**config.mk**
```make
export PLATFORM = sky130hd
export DESIGN_NAME = tl_rsp_fifo
export DESIGN_NICKNAME = d
export VERILOG_FILES = /design/src/rtl/tl_pkg.sv /design/src/rtl/tl_rsp_fifo.sv
export SDC_FILE = /design/constraint.sdc
export NUM_CORES = 1
export LEC_CHECK = 0
export BUFFER_PORTS_ARGS = -buffer_cell sky130_fd_sc_hd__buf_4
export CAP_MARGIN = 20
export CORE_ASPECT_RATIO = 0.9
export CORE_MARGIN = 5
export CORE_UTILIZATION = 60
export DETAILED_ROUTE_END_ITERATION = 10
export HOLD_SLACK_MARGIN = 0.06
export PLACE_DENSITY = 0.93
export RECOVER_POWER = 25
export SYNTH_ARGS = -nofsm -noshare
export SYNTH_HDL_FRONTEND = slang
export SYNTH_SLANG_ARGS = --single-unit
```
**constraint.sdc**
```tcl
create_clock -name clock -period 11.7 [get_ports clock]
set_clock_uncertainty 0.1 [all_clocks]
set_input_delay 1.755 -clock clock [delete_from_list [all_inputs] [get_ports clock]]
set_output_delay 1.755 -clock clock [all_outputs]
set_load 0.005 [all_outputs]
```
**src/rtl/tl_pkg.sv**
```systemverilog
// Shared types, codes and character constants for the token lexer.
`default_nettype none
package tl_pkg;

   typedef enum logic [2:0] {
      MODE_IDLE,
      MODE_OP,
      MODE_NAME,
      MODE_NUM,
      MODE_DROP
   } mode_type;

   typedef enum logic [2:0] {
      KIND_OP     = 3'd0,
      KIND_PAREN  = 3'd1,
      KIND_LBRACE = 3'd2,
      KIND_RBRACE = 3'd3,
      KIND_SEMI   = 3'd4,
      KIND_NAME   = 3'd5,
      KIND_NUM    = 3'd6,
      KIND_END    = 3'd7
   } kind_type;

   typedef enum logic [1:0] {
      PART_WHOLE = 2'd0,
      PART_CHAR  = 2'd1,
      PART_CLOSE = 2'd2
   } part_type;

   localparam logic [3:0] OP_ADD    = 4'd0;
   localparam logic [3:0] OP_SUB    = 4'd2;
   localparam logic [3:0] OP_MUL    = 4'd4;
   localparam logic [3:0] OP_DIV    = 4'd5;
   localparam logic [3:0] OP_ASSIGN = 4'd6;
   localparam logic [3:0] OP_GT     = 4'd8;
   localparam logic [3:0] OP_LT     = 4'd10;
   localparam logic [3:0] OP_NOT    = 4'd12;
   localparam logic [3:0] OP_LPAREN = 4'd14;
   localparam logic [3:0] OP_RPAREN = 4'd15;
   localparam logic [3:0] OP_NONE   = 4'd0;

   localparam logic [7:0] CH_PLUS   = 8'h2B;
   localparam logic [7:0] CH_MINUS  = 8'h2D;
   localparam logic [7:0] CH_STAR   = 8'h2A;
   localparam logic [7:0] CH_SLASH  = 8'h2F;
   localparam logic [7:0] CH_EQUAL  = 8'h3D;
   localparam logic [7:0] CH_GT     = 8'h3E;
   localparam logic [7:0] CH_LT     = 8'h3C;
   localparam logic [7:0] CH_BANG   = 8'h21;
   localparam logic [7:0] CH_LPAREN = 8'h28;
   localparam logic [7:0] CH_RPAREN = 8'h29;
   localparam logic [7:0] CH_LBRACE = 8'h7B;
   localparam logic [7:0] CH_RBRACE = 8'h7D;
   localparam logic [7:0] CH_SEMI   = 8'h3B;
   localparam logic [7:0] CH_SPACE  = 8'h20;
   localparam logic [7:0] CH_TAB    = 8'h09;
   localparam logic [7:0] CH_CR     = 8'h0D;
   localparam logic [7:0] CH_ZERO   = 8'h30;
   localparam logic [7:0] CH_NINE   = 8'h39;
   localparam logic [7:0] CH_LOW_A  = 8'h61;
   localparam logic [7:0] CH_LOW_Z  = 8'h7A;
   localparam logic [7:0] CH_UP_A   = 8'h41;
   localparam logic [7:0] CH_UP_Z   = 8'h5A;

   localparam logic [30:0] NUM_MAX  = 31'h7FFF_FFFF;

   // result queue depth: must be a power of two, at least 2
   localparam int RSP_DEPTH = 4;

   typedef struct packed {
      kind_type    kind;
      logic [3:0]  op_code;
      part_type    part;
      logic [7:0]  name_char;
      logic [30:0] value;
      logic        last_of_run;
   } rsp_item_type;

   function automatic rsp_item_type make_item(kind_type k, logic [3:0] op, part_type p,
                                              logic [7:0] ch, logic [30:0] val);
      rsp_item_type r;
      r.kind        = k;
      r.op_code     = op;
      r.part        = p;
      r.name_char   = ch;
      r.value       = val;
      r.last_of_run = 1'b0;
      return r;
   endfunction

   function automatic logic is_alpha(logic [7:0] b);
      return (b >= CH_LOW_A && b <= CH_LOW_Z) || (b >= CH_UP_A && b <= CH_UP_Z);
   endfunction

   function automatic logic is_digit(logic [7:0] b);
      return b >= CH_ZERO && b <= CH_NINE;
   endfunction

   function automatic logic is_space(logic [7:0] b);
      return b == CH_SPACE || (b >= CH_TAB && b <= CH_CR);
   endfunction

endpackage
`default_nettype wire

```
**src/rtl/tl_rsp_fifo.sv**
```systemverilog
// Result queue: takes up to two tokens per cycle, hands out one per cycle.
`default_nettype none
module tl_rsp_fifo
   import tl_pkg::*;
#(
   parameter int DEPTH = 4
) (
   input  wire logic         clock,
   input  wire logic         reset,
   input  wire logic [1:0]   push_cnt,
   input  rsp_item_type      push_data [2],
   output logic              room_two,
   output logic              out_valid,
   input  wire logic         out_ready,
   output rsp_item_type      out_data
);

   localparam int PTR_W = $clog2(DEPTH);
   localparam int CNT_W = $clog2(DEPTH + 1);

   rsp_item_type     mem_ff [DEPTH];
   logic [PTR_W-1:0] wr_ptr_ff, wr_ptr_in;
   logic [PTR_W-1:0] rd_ptr_ff, rd_ptr_in;
   logic [CNT_W-1:0] count_ff, count_in;
   logic             pop;

   assign out_valid = count_ff != '0;
   assign out_data  = mem_ff[rd_ptr_ff];
   assign pop       = out_valid && out_ready;
   assign room_two  = count_ff <= CNT_W'(DEPTH - 2);

   always_comb begin
      wr_ptr_in = wr_ptr_ff + PTR_W'(push_cnt);
      rd_ptr_in = rd_ptr_ff + PTR_W'(pop);
      count_in  = count_ff + CNT_W'(push_cnt) - CNT_W'(pop);
   end

   always_ff @(posedge clock) begin
      if (reset) begin
         wr_ptr_ff <= '0;
         rd_ptr_ff <= '0;
         count_ff  <= '0;
      end else begin
         wr_ptr_ff <= wr_ptr_in;
         rd_ptr_ff <= rd_ptr_in;
         count_ff  <= count_in;
      end
   end

   always_ff @(posedge clock) begin
      if (push_cnt != 2'd0) begin
         mem_ff[wr_ptr_ff] <= push_data[0];
      end
      if (push_cnt == 2'd2) begin
         mem_ff[wr_ptr_ff + PTR_W'(1)] <= push_data[1];
      end
   end

endmodule
`default_nettype wire
```
Word-level counts from Yosys, hierarchy flattened:

Memories as Yosys holds them, arrays and structs flattened. A register that Yosys moved wholly into a read port is not among the register bits.
Cells that the tools add are included.

* order comparisons: 1
* reduce and logical (&&, ||, !) cells: 3
* muxes and demuxes: 5
* add/subtract/negate cells: 5
* equal/unequal tests: 1

Operators with widths (count)
* 1-bit 2-to-1 mux: 4
* 3-bit by 2-bit adder with 3-bit output: 1
* 3-bit by 2-bit less-or-equal comparator with 1-bit output, second input constant: 1
* 3-bit nonzero test: 1
* 3-bit by 1-bit subtractor with 3-bit output: 1
* 2-bit by 1-bit adder with 2-bit output: 1
* 2-bit by 1-bit adder with 2-bit output, second input constant: 1
* 2-bit adder: 1
* 2-bit == test, second input constant: 1
* 2-bit 2-to-1 mux: 1
* 2-bit nonzero test: 1
* 1-bit logical AND: 1

* logic and storage cells: 19
* register bits after elaboration: 7
* memory bits (writable): 196
* memories kept: 1
* input bits: 103
* output and inout port bits: 51

Memories
* mem_ff: depth 4, bits a word 49, rd ports 1, clocked after Yosys merged registers in 1, write ports 2, RTL line tl_rsp_fifo.sv:21 `rsp_item_type mem_ff [DEPTH];`

Depth between registers and ports, before layout:

Gate-level depths: netlist (run 1).

* depth after elaboration: 4
* mapped depth: 7
* depth with buffers taken out: 6

Worst setup path before layout (run 1):

Ideal clock, no wire load.

* path type: input to register
* start: in push_cnt[1]
* end: mem mem_ff[0][0] in the netlist's numbering, enable pin
* slack: 5614 ps
* setup time: 523 ps
* arrival time: 5462 ps
* stages on the path: 3
* buffers on the path: 1
* data required time: 11077 ps
* path through: buf_2 > o21bai_1 > o21ai_0

RTL lines
* start: declaration: RTL line tl_rsp_fifo.sv:10 `input wire logic [1:0] push_cnt,`
* end: declaration: RTL line tl_rsp_fifo.sv:21

==> results.cfg, run 1 <==
[floorplanning]
ios = 154
die_x_um = 145.4
start_util_pct = 61.15
fp.dieH_um = 131.9
die_area_mm2 = 0.01917
row_count = 44
design.core.area_mm2 = 0.01619

[synth]
avgSynthCellArea_um2 = 19.04
synthesis.nets = 627
netlist_area_mm2 = 0.009898
ys_seq_area_share_pct = 60.88
synth_top_area_cell = edfxtp_1
ys_warn_count = 0
synthAdderAreaFrac_pct = 0.5815
synth_simple_gate_area_share_pct = 1.264
synth-seq-cells = 203
synth_cell_types = 29
synth_xor_area_share_pct = 0.4551
syn_inst = 520
synthMuxAreaShare_pct = 33.91
synth_top_area_share_pct = 59.46
synth_top_family_by_area = multiplexers
yosys-top-cells-area = edfxtp_1 (59%), mux2_2 (21%), mux4_2 (11%), mux2_1 (1.6%), dfxtp_1 (1.4%)
synth_compound_area_share_pct = 0.4171

[drt]
ant_nets = 0
vias = 5609
drc = 0
totalWireLength_mm = 22.56
first_iter_violations = 383
wire_per_inst_um = 25.26
vias_per_cell = 6.281
dr.pass1.iters = 4

[timing]
hold_ws_ns = 0.6286
timing.final.crit_share_pct = 53.46
timing.fmax_ghz = 0.1599
setup_violations = 0
worst_slew_pin_slew_ns = 4.377
fin_crit_ns = 6.255
fin_setup_tns_ns = 0
rsz0062_at_grt = false
final_max_slew_viol_count = 132
hold_viol = 0
fin_ws_ns = 5.445
max-slew-margin-rel_pct = -194.9

[clock_network]
cts_buffers = 21
htreeDepth = 1
cts_setup_buffers = 0
tritoncts = built
path_clk_slew_ns = 0.06
cts_buffer_depth = 3
clk_latency_ns = 0.49
cts.sinks = 203
cts-resized-gates = 0
clockRootBuffer = clkbuf_16
postCtsHoldBufs = 0

[finish]
final_cells = 893
layout.nets = 778
mostFrequentLayoutCell = edfxtp_1
drive_gt1_share_pct = 61.66
final_cell_mix = edfxtp_1 (196), mux2_2 (179), buf_4 (158)
diodes = 0
area_delta_synth_final_pct = 19.76

[critical_path]
critPathSlowestCell = o21ai_0
cp.arrival_ns = 6.30
endpoint_kind = flip-flop
crit_path_cell_trace = clkbuf_1 > o21bai_1 > o21ai_0 > buf_4
path_class = in -> reg
start_kind = input pin
crit_required_ns = 11.74
critPathMaxFanout = 25
max_stage_delay_ns = 3.25

[placement]
pre_cts_slack_ns = 7.394
port_buffers = 153
dp_cells = 853
gp_congestion = 0.7196
dp_hpwl_mm = 13.20

[global_routing]
grt_pass1_wl_mm = 35.42
antenna_found_initial = 0
grt_start_max_net_pins = 53
grt_overflow_total = 0
first_global_vias = 6138
grt_usage_pct = 23.46

[power]
p_per_area_mw_per_mm2 = 174.5
p_total_uw = 2068
power_leakage_uw = 0.004168
ir_drop_uv = 113.5

[worst_hold_path]
hold_class = reg -> reg

[flow_run]
cap_violations = 5

[outcome]
violations = max-capacitance violations, max-slew violations
status = finished, violations left
-- state kept, by name, summed over array words and instances (netlist names) --
signal,flops
mem_ff,196
count_ff,3
rd_ptr_ff,2
wr_ptr_ff,2
-- cell usage after synthesis (all sizes together) --
cell / instances
nand4b: 1
a21oi: 1
edfxtp: 196
or2: 1
o21bai: 2
clkbuf: 5
fa: 1
mux4: 49
ha: 3
nor2b: 5
xnor3: 2
nor4bb: 1
inv: 4
buf: 30
dfxtp: 7
nor4b: 1
nor2: 6
o31ai: 1
and4bb: 1
or3: 1
mux2: 198
mux2i: 2
o21ai: 1
o311ai: 1
-- cell type report --
class                   count  area (µm²)
clock inverters            13       138.9
fillers                   980        4332
inverters                   4       15.01
well taps                 207       259.0
flip-flops and latches    203        6031
clock buffers              25       540.5
multi-input cells         278        3633
repair buffers            163        1236
-- power by group --
part / switching, µW / internal, µW / total (µW)
Combinational: 200 / 267 / 467
Sequential: 41.7 / 898 / 939
Clock: 265 / 396 / 661
Total: 507 / 1560 / 2070
-- routing by layer --
| layer | global-route usage (%) | up-vias | wire, µm |
|---|---|---|---|
| met1 | 31.50 | 2934 | 8872 |
| li1 | - | 2430 | - |
| met4 | 3.472 | 0 | 279 |
| met5 | 0 | - | 0 |
| met3 | 4.813 | 22 | 1719 |
| met2 | 40.96 | 223 | 11690 |
-- per-stage QoR --
step,util (%),cell area [µm²]
floorplan,-,9898
global placement,69.15,11190
detailed placement,69.15,11190
CTS,73.35,11870
global route,73.24,11850
finish,73.24,11850
-- critical path, delay by kind of cell --
family | cells | cell delay, ns
buffers and inverters | 2 | 1.10
AO/OA/AOI/OAI | 2 | 3.43
-- cells by family (layout without fill, tap and decap cells) --
family / after synthesis / after routing
mux: 249 / 249
xor+xnor: 2 / 2
simple gates: 17 / 17
fa+ha+maj: 4 / 4
flops: 203 / 203
compound gates: 6 / 6
buf+inv: 39 / 205
-- worst paths after layout --
| kind | start | to | slack (ns) | cells after the start |
|---|---|---|---|---|
| worst max-delay path | push_cnt[0] | mem_ff[0][9] | 5.44 | 4 |
| worst min-delay path | wr_ptr_ff[0] | wr_ptr_ff[0] | 0.63 | 2 |
| worst min register to register | wr_ptr_ff[0] | wr_ptr_ff[0] | 0.63 | 2 |
| worst max register to register | wr_ptr_ff[0] | mem_ff[0][9] | 6.66 | 3 |
Note: power is estimated with default switching activity, not from simulation.
==> run 2, diff against run 1 <==
--- a/config.mk
+++ b/config.mk
@@ -9,10 +9,10 @@
 export CAP_MARGIN = 20
 export CORE_ASPECT_RATIO = 0.9
 export CORE_MARGIN = 5
-export CORE_UTILIZATION = 60
+export CORE_UTILIZATION = 52
 export DETAILED_ROUTE_END_ITERATION = 10
 export HOLD_SLACK_MARGIN = 0.06
-export PLACE_DENSITY = 0.93
+export PLACE_DENSITY = 0.86
 export RECOVER_POWER = 25
 export SYNTH_ARGS = -nofsm -noshare
 export SYNTH_HDL_FRONTEND = slang
==> constraint.sdc (replaced) <==
create_clock -name clock -period 5.19 [get_ports clock]
set_clock_uncertainty 0.1 [all_clocks]
set_input_delay 0.7785 -clock clock [delete_from_list [all_inputs] [get_ports clock]]
set_output_delay 0.7785 -clock clock [all_outputs]
set_load 0.005 [all_outputs]
==> results.cfg, run 2 (synthesized netlist as in run 1, its figures left out) <==
[critical_path]
reg2reg_depth = 3
path_class = in -> reg
r2r_end = mem_ff[0][4]
r2r_start = wr_ptr_ff[1]
cp.arrival_ns = 4.03
start_kind = input pin
startpoint = push_cnt[0]
critPathMaxFanout = 49
r2r_slack_ns = 1.28
endpoint_kind = flip-flop
crit_required_ns = 5.32
endpoint = mem_ff[0][4]

[drt]
first_iter_violations = 261
vias = 5488
dr.pass1.iters = 4
drc = 0
wire_per_inst_um = 23.54
totalWireLength_mm = 21.89
ant_nets = 0
vias_per_cell = 5.901

[timing]
max-slew-margin-rel_pct = -127.2
fin_crit_ns = 3.907
hold_viol = 0
final_max_slew_viol_count = 138
timing.final.crit_share_pct = 75.27
rsz0062_at_grt = false
worst_slew_pin_slew_ns = 3.408
setup_violations = 0
fin_setup_tns_ns = 0
timing.fmax_ghz = 0.2560

[flow_run]
cap_violations = 5

[placement]
gp_congestion = 0.7831
dp_cells = 892
dp_hpwl_mm = 13.22
port_buffers = 153

[finish]
final_cells = 930
layout.nets = 778
area_delta_synth_final_pct = 20.49
final_cell_mix = edfxtp_1 (196), mux2_2 (183), buf_4 (159)
largest_reg_flops = 196
diodes = 0
reg_top3 = mem_ff x196, count_ff x3
drive_gt1_share_pct = 62.63
mostFrequentLayoutCell = edfxtp_1
finalCoreUtilization_pct = 64.18
top_register = mem_ff

[floorplanning]
fp.dieH_um = 140.9
row_count = 47
ios = 154
die_x_um = 155.4
die_area_mm2 = 0.02190
start_util_pct = 53.27
design.core.area_mm2 = 0.01858

[clock_network]
cts_buffer_depth = 3
path_clk_slew_ns = 0.06
cts_setup_buffers = 0
cts.sinks = 203
tritoncts = built
htreeDepth = 1
postCtsHoldBufs = 0
cts_buffers = 21
cts-resized-gates = 0
clockRootBuffer = clkbuf_16
clk_latency_ns = 0.48

[worst_hold_path]
hold_class = in -> reg
holdPathStages = 2
min-delay-start = reset

[global_routing]
grt_start_max_net_pins = 53
first_global_vias = 6133
grt_overflow_total = 0
grt_usage_pct = 20.04
antenna_found_initial = 0
grt_pass1_wl_mm = 34.13

[power]
ir_drop_uv = 214.7
power_leakage_uw = 0.004191
p_per_area_mw_per_mm2 = 390.8

[outcome]
violations = max-capacitance violations, max-slew violations
status = finished, violations left
==> run 2: power breakdown <==
group	switching, µW	internal, µW	total [µW]
Sequential	83.9	2020	2100
Clock	595	895	1490
Combinational	455	614	1070
==> run 2: layout make-up <==
cell class | count | area, µm²
clock buffer | 27 | 548.0
tap | 245 | 306.5
fill | 1322 | 6656
sequential | 203 | 6030
multi-input combinational | 278 | 3641
inverter | 4 | 15.01
timing repair buffer | 163 | 1260
clock inverter | 10 | 126.4
==> run 2: worst min path at each step <==
stage	to
after floorplan	count_ff[2]
after global routing	wr_ptr_ff[0]
final	wr_ptr_ff[0]
after detailed placement	count_ff[2]
after CTS	wr_ptr_ff[0]
after global placement	count_ff[2]
==> run 2: layer usage <==
layer	vias to the layer above	GRT usage [%]	wire (µm)
met5	-	0	0
met4	0	3.915	392
met3	29	4.413	1541
met2	190	35.22	11100
met1	2838	25.92	8857
li1	2431	-	-
==> run 2: worst max-delay path: stages <==
cell and delay, ns:
buf_4 0.16, nand4b_1 0.15, clkbuf_1 2.42, mux2_2 0.50
==> run 2: stage by stage <==
step / hold slack (ns) / setup WS, ns / power [µW] / area [µm²]
floorplan: 0.5574 / 0.08098 / 2722 / 9898
global route: 0.4264 / 1.100 / 4850 / 11930
finish: 0.4290 / 1.283 / 4661 / 11930
global placement: 0.5803 / 2.200 / 3166 / 11240
CTS: 0.4086 / 1.828 / 4693 / 11940
detailed placement: 0.6096 / 2.277 / 3209 / 11270
==> run 3, diff against run 2 <==
==> constraint.sdc (replaced) <==
create_clock -name clock -period 3.29 [get_ports clock]
set_clock_uncertainty 0.1 [all_clocks]
set_input_delay 0.4935 -clock clock [delete_from_list [all_inputs] [get_ports clock]]
set_output_delay 0.4935 -clock clock [all_outputs]
set_load 0.005 [all_outputs]
==> results.cfg, run 3 (synthesized netlist as in run 1, its figures left out) <==
[outcome]
status = completed

[finish]
fill_cells = 1285
largest_reg_flops = 196
area_delta_synth_final_pct = 21.35
reg_top3 = mem_ff x196, count_ff x3
mostFrequentLayoutCell = edfxtp_1
drive_gt1_share_pct = 63.35
top_register = mem_ff
final_cell_mix = edfxtp_1 (196), mux2_2 (183), buf_4 (160)
layout.nets = 788
diodes = 0
finalCoreUtilization_pct = 64.64

[global_routing]
antenna_found_initial = 0
grt_usage_pct = 20.65
first_global_vias = 6193
grt_overflow_total = 0
grt_pass1_wl_mm = 35.03
grt_start_max_net_pins = 36

[critical_path]
crit_required_ns = 2.70
path_class = reg -> out
endpoint_kind = output port
cp.arrival_ns = 2.13
start_kind = flip-flop
critPathMaxFanout = 20

[power]
power_leakage_uw = 0.004220
p_clk_share_pct = 31.9
seqPwrFrac_pct = 45.1
p_total_uw = 7380
p_per_area_mw_per_mm2 = 614.4
pwr-share-comb_pct = 23.0
swShare_pct = 24.64
netSwitchingPower_uw = 1818
ir_drop_uv = 347.7
p_int_uw = 5561

[clock_network]
cts-resized-gates = 0
cts.sinks = 203
postCtsHoldBufs = 0
clk_latency_ns = 0.49
cts_buffers = 21
clockRootBuffer = clkbuf_16
path_clk_slew_ns = 0.06
htreeDepth = 1
cts_buffer_depth = 3
cts_setup_buffers = 0
tritoncts = built

[timing]
timing.fmax_ghz = 0.3666
worst_slew_pin_slew_ns = 1.265
timing.final.crit_share_pct = 82.90
max-slew-margin-rel_pct = 15.64
fin_crit_ns = 2.727
final_max_slew_viol_count = 0
hold_viol = 0
rsz0062_at_grt = false
fin_setup_tns_ns = 0
setup_violations = 0
fin_ws_ns = 0.5625

[placement]
gp_congestion = 0.7845
dp_hpwl_mm = 14.65
port_buffers = 153
pre_cts_slack_ns = 0.8237

[drt]
dr.pass1.iters = 4
vias_per_cell = 5.975
totalWireLength_mm = 22.81
wire_per_inst_um = 24.32
vias = 5605
drc = 0
ant_nets = 0
first_iter_violations = 387

[floorplanning]
row_count = 47
fp.dieH_um = 140.9
design.core.area_mm2 = 0.01858
start_util_pct = 53.27
die_area_mm2 = 0.02190
ios = 154
die_x_um = 155.4

[worst_hold_path]
hold_class = in -> reg

[flow_run]
cap_violations = 0
run 3: cell types whose count changed in the layout (fill, tap and decap cells not counted), moves of 2 or more:
cell	change
buf_12	+5
buf_16	-2
clkbuf_1	+2
clkbuf_2	+2
clkinvlp_4	+2
nor2_1	-2
nor2_4	+2
run 3: critical path, stage by stage, from the launching register on:
cell     delay (ns)
dfxtp_4        0.63
buf_12         0.26
mux4_2         0.57
buf_4          0.16
run 3: worst paths after layout:
path / startpoint / end / slack (ns) / cells past startpoint
worst max-delay path: rd_ptr_ff[0] / out_data[48] / 0.56 / 3
worst max register to register: wr_ptr_ff[1] / mem_ff[2][46] / 0.73 / 3
worst min-delay path: reset / count_ff[2] / 0.14 / 2
worst min register to register: count_ff[2] / count_ff[2] / 0.63 / 2
run 3: per-layer routing:
| layer | track usage (%) | part of all wire [%] | routed length [µm] |
|---|---|---|---|
| met4 | 5.159 | 1.9 | 432 |
| met2 | 35.26 | 51 | 11600 |
| met1 | 27.62 | 40 | 9070 |
| met5 | 0 | 0 | 0 |
| met3 | 3.861 | 7.5 | 1710 |
run 3: through the flow:
| stage | std cells | hold WS [ns] | area (µm²) |
|---|---|---|---|
| finish | 938 | 0.1385 | 12010 |
| global route | 938 | 0.1274 | 12010 |
| detailed placement | 903 | 0.6270 | 11390 |
| global placement | 903 | 0.5827 | 11390 |
| CTS | 938 | 0.1171 | 12060 |
| floorplan | 520 | 0.4651 | 9906 |
run 3: layout make-up:
type,count,area [µm²],share of cell area (%)
Tap cell,245,306.5,2.552
Multi-Input combinational cell,278,3652,30.41
Sequential cell,203,6031,50.21
Timing Repair Buffer,173,1338,11.14
Clock inverter,10,128.9,1.073
Clock buffer,25,540.5,4.500
Inverter,4,15.01,0.1250
run 3: power groups by stage:
stage | Combinational [µW] | Sequential (µW) | Clock [µW]
final | 1690 | 3330 | 2360
after global routing | 1820 | 3360 | 2520
after CTS | 1740 | 3330 | 2410
after detailed placement | 1720 | 3390 | 0
after global placement | 1680 | 3370 | 0
after floorplan | 998 | 3290 | 0
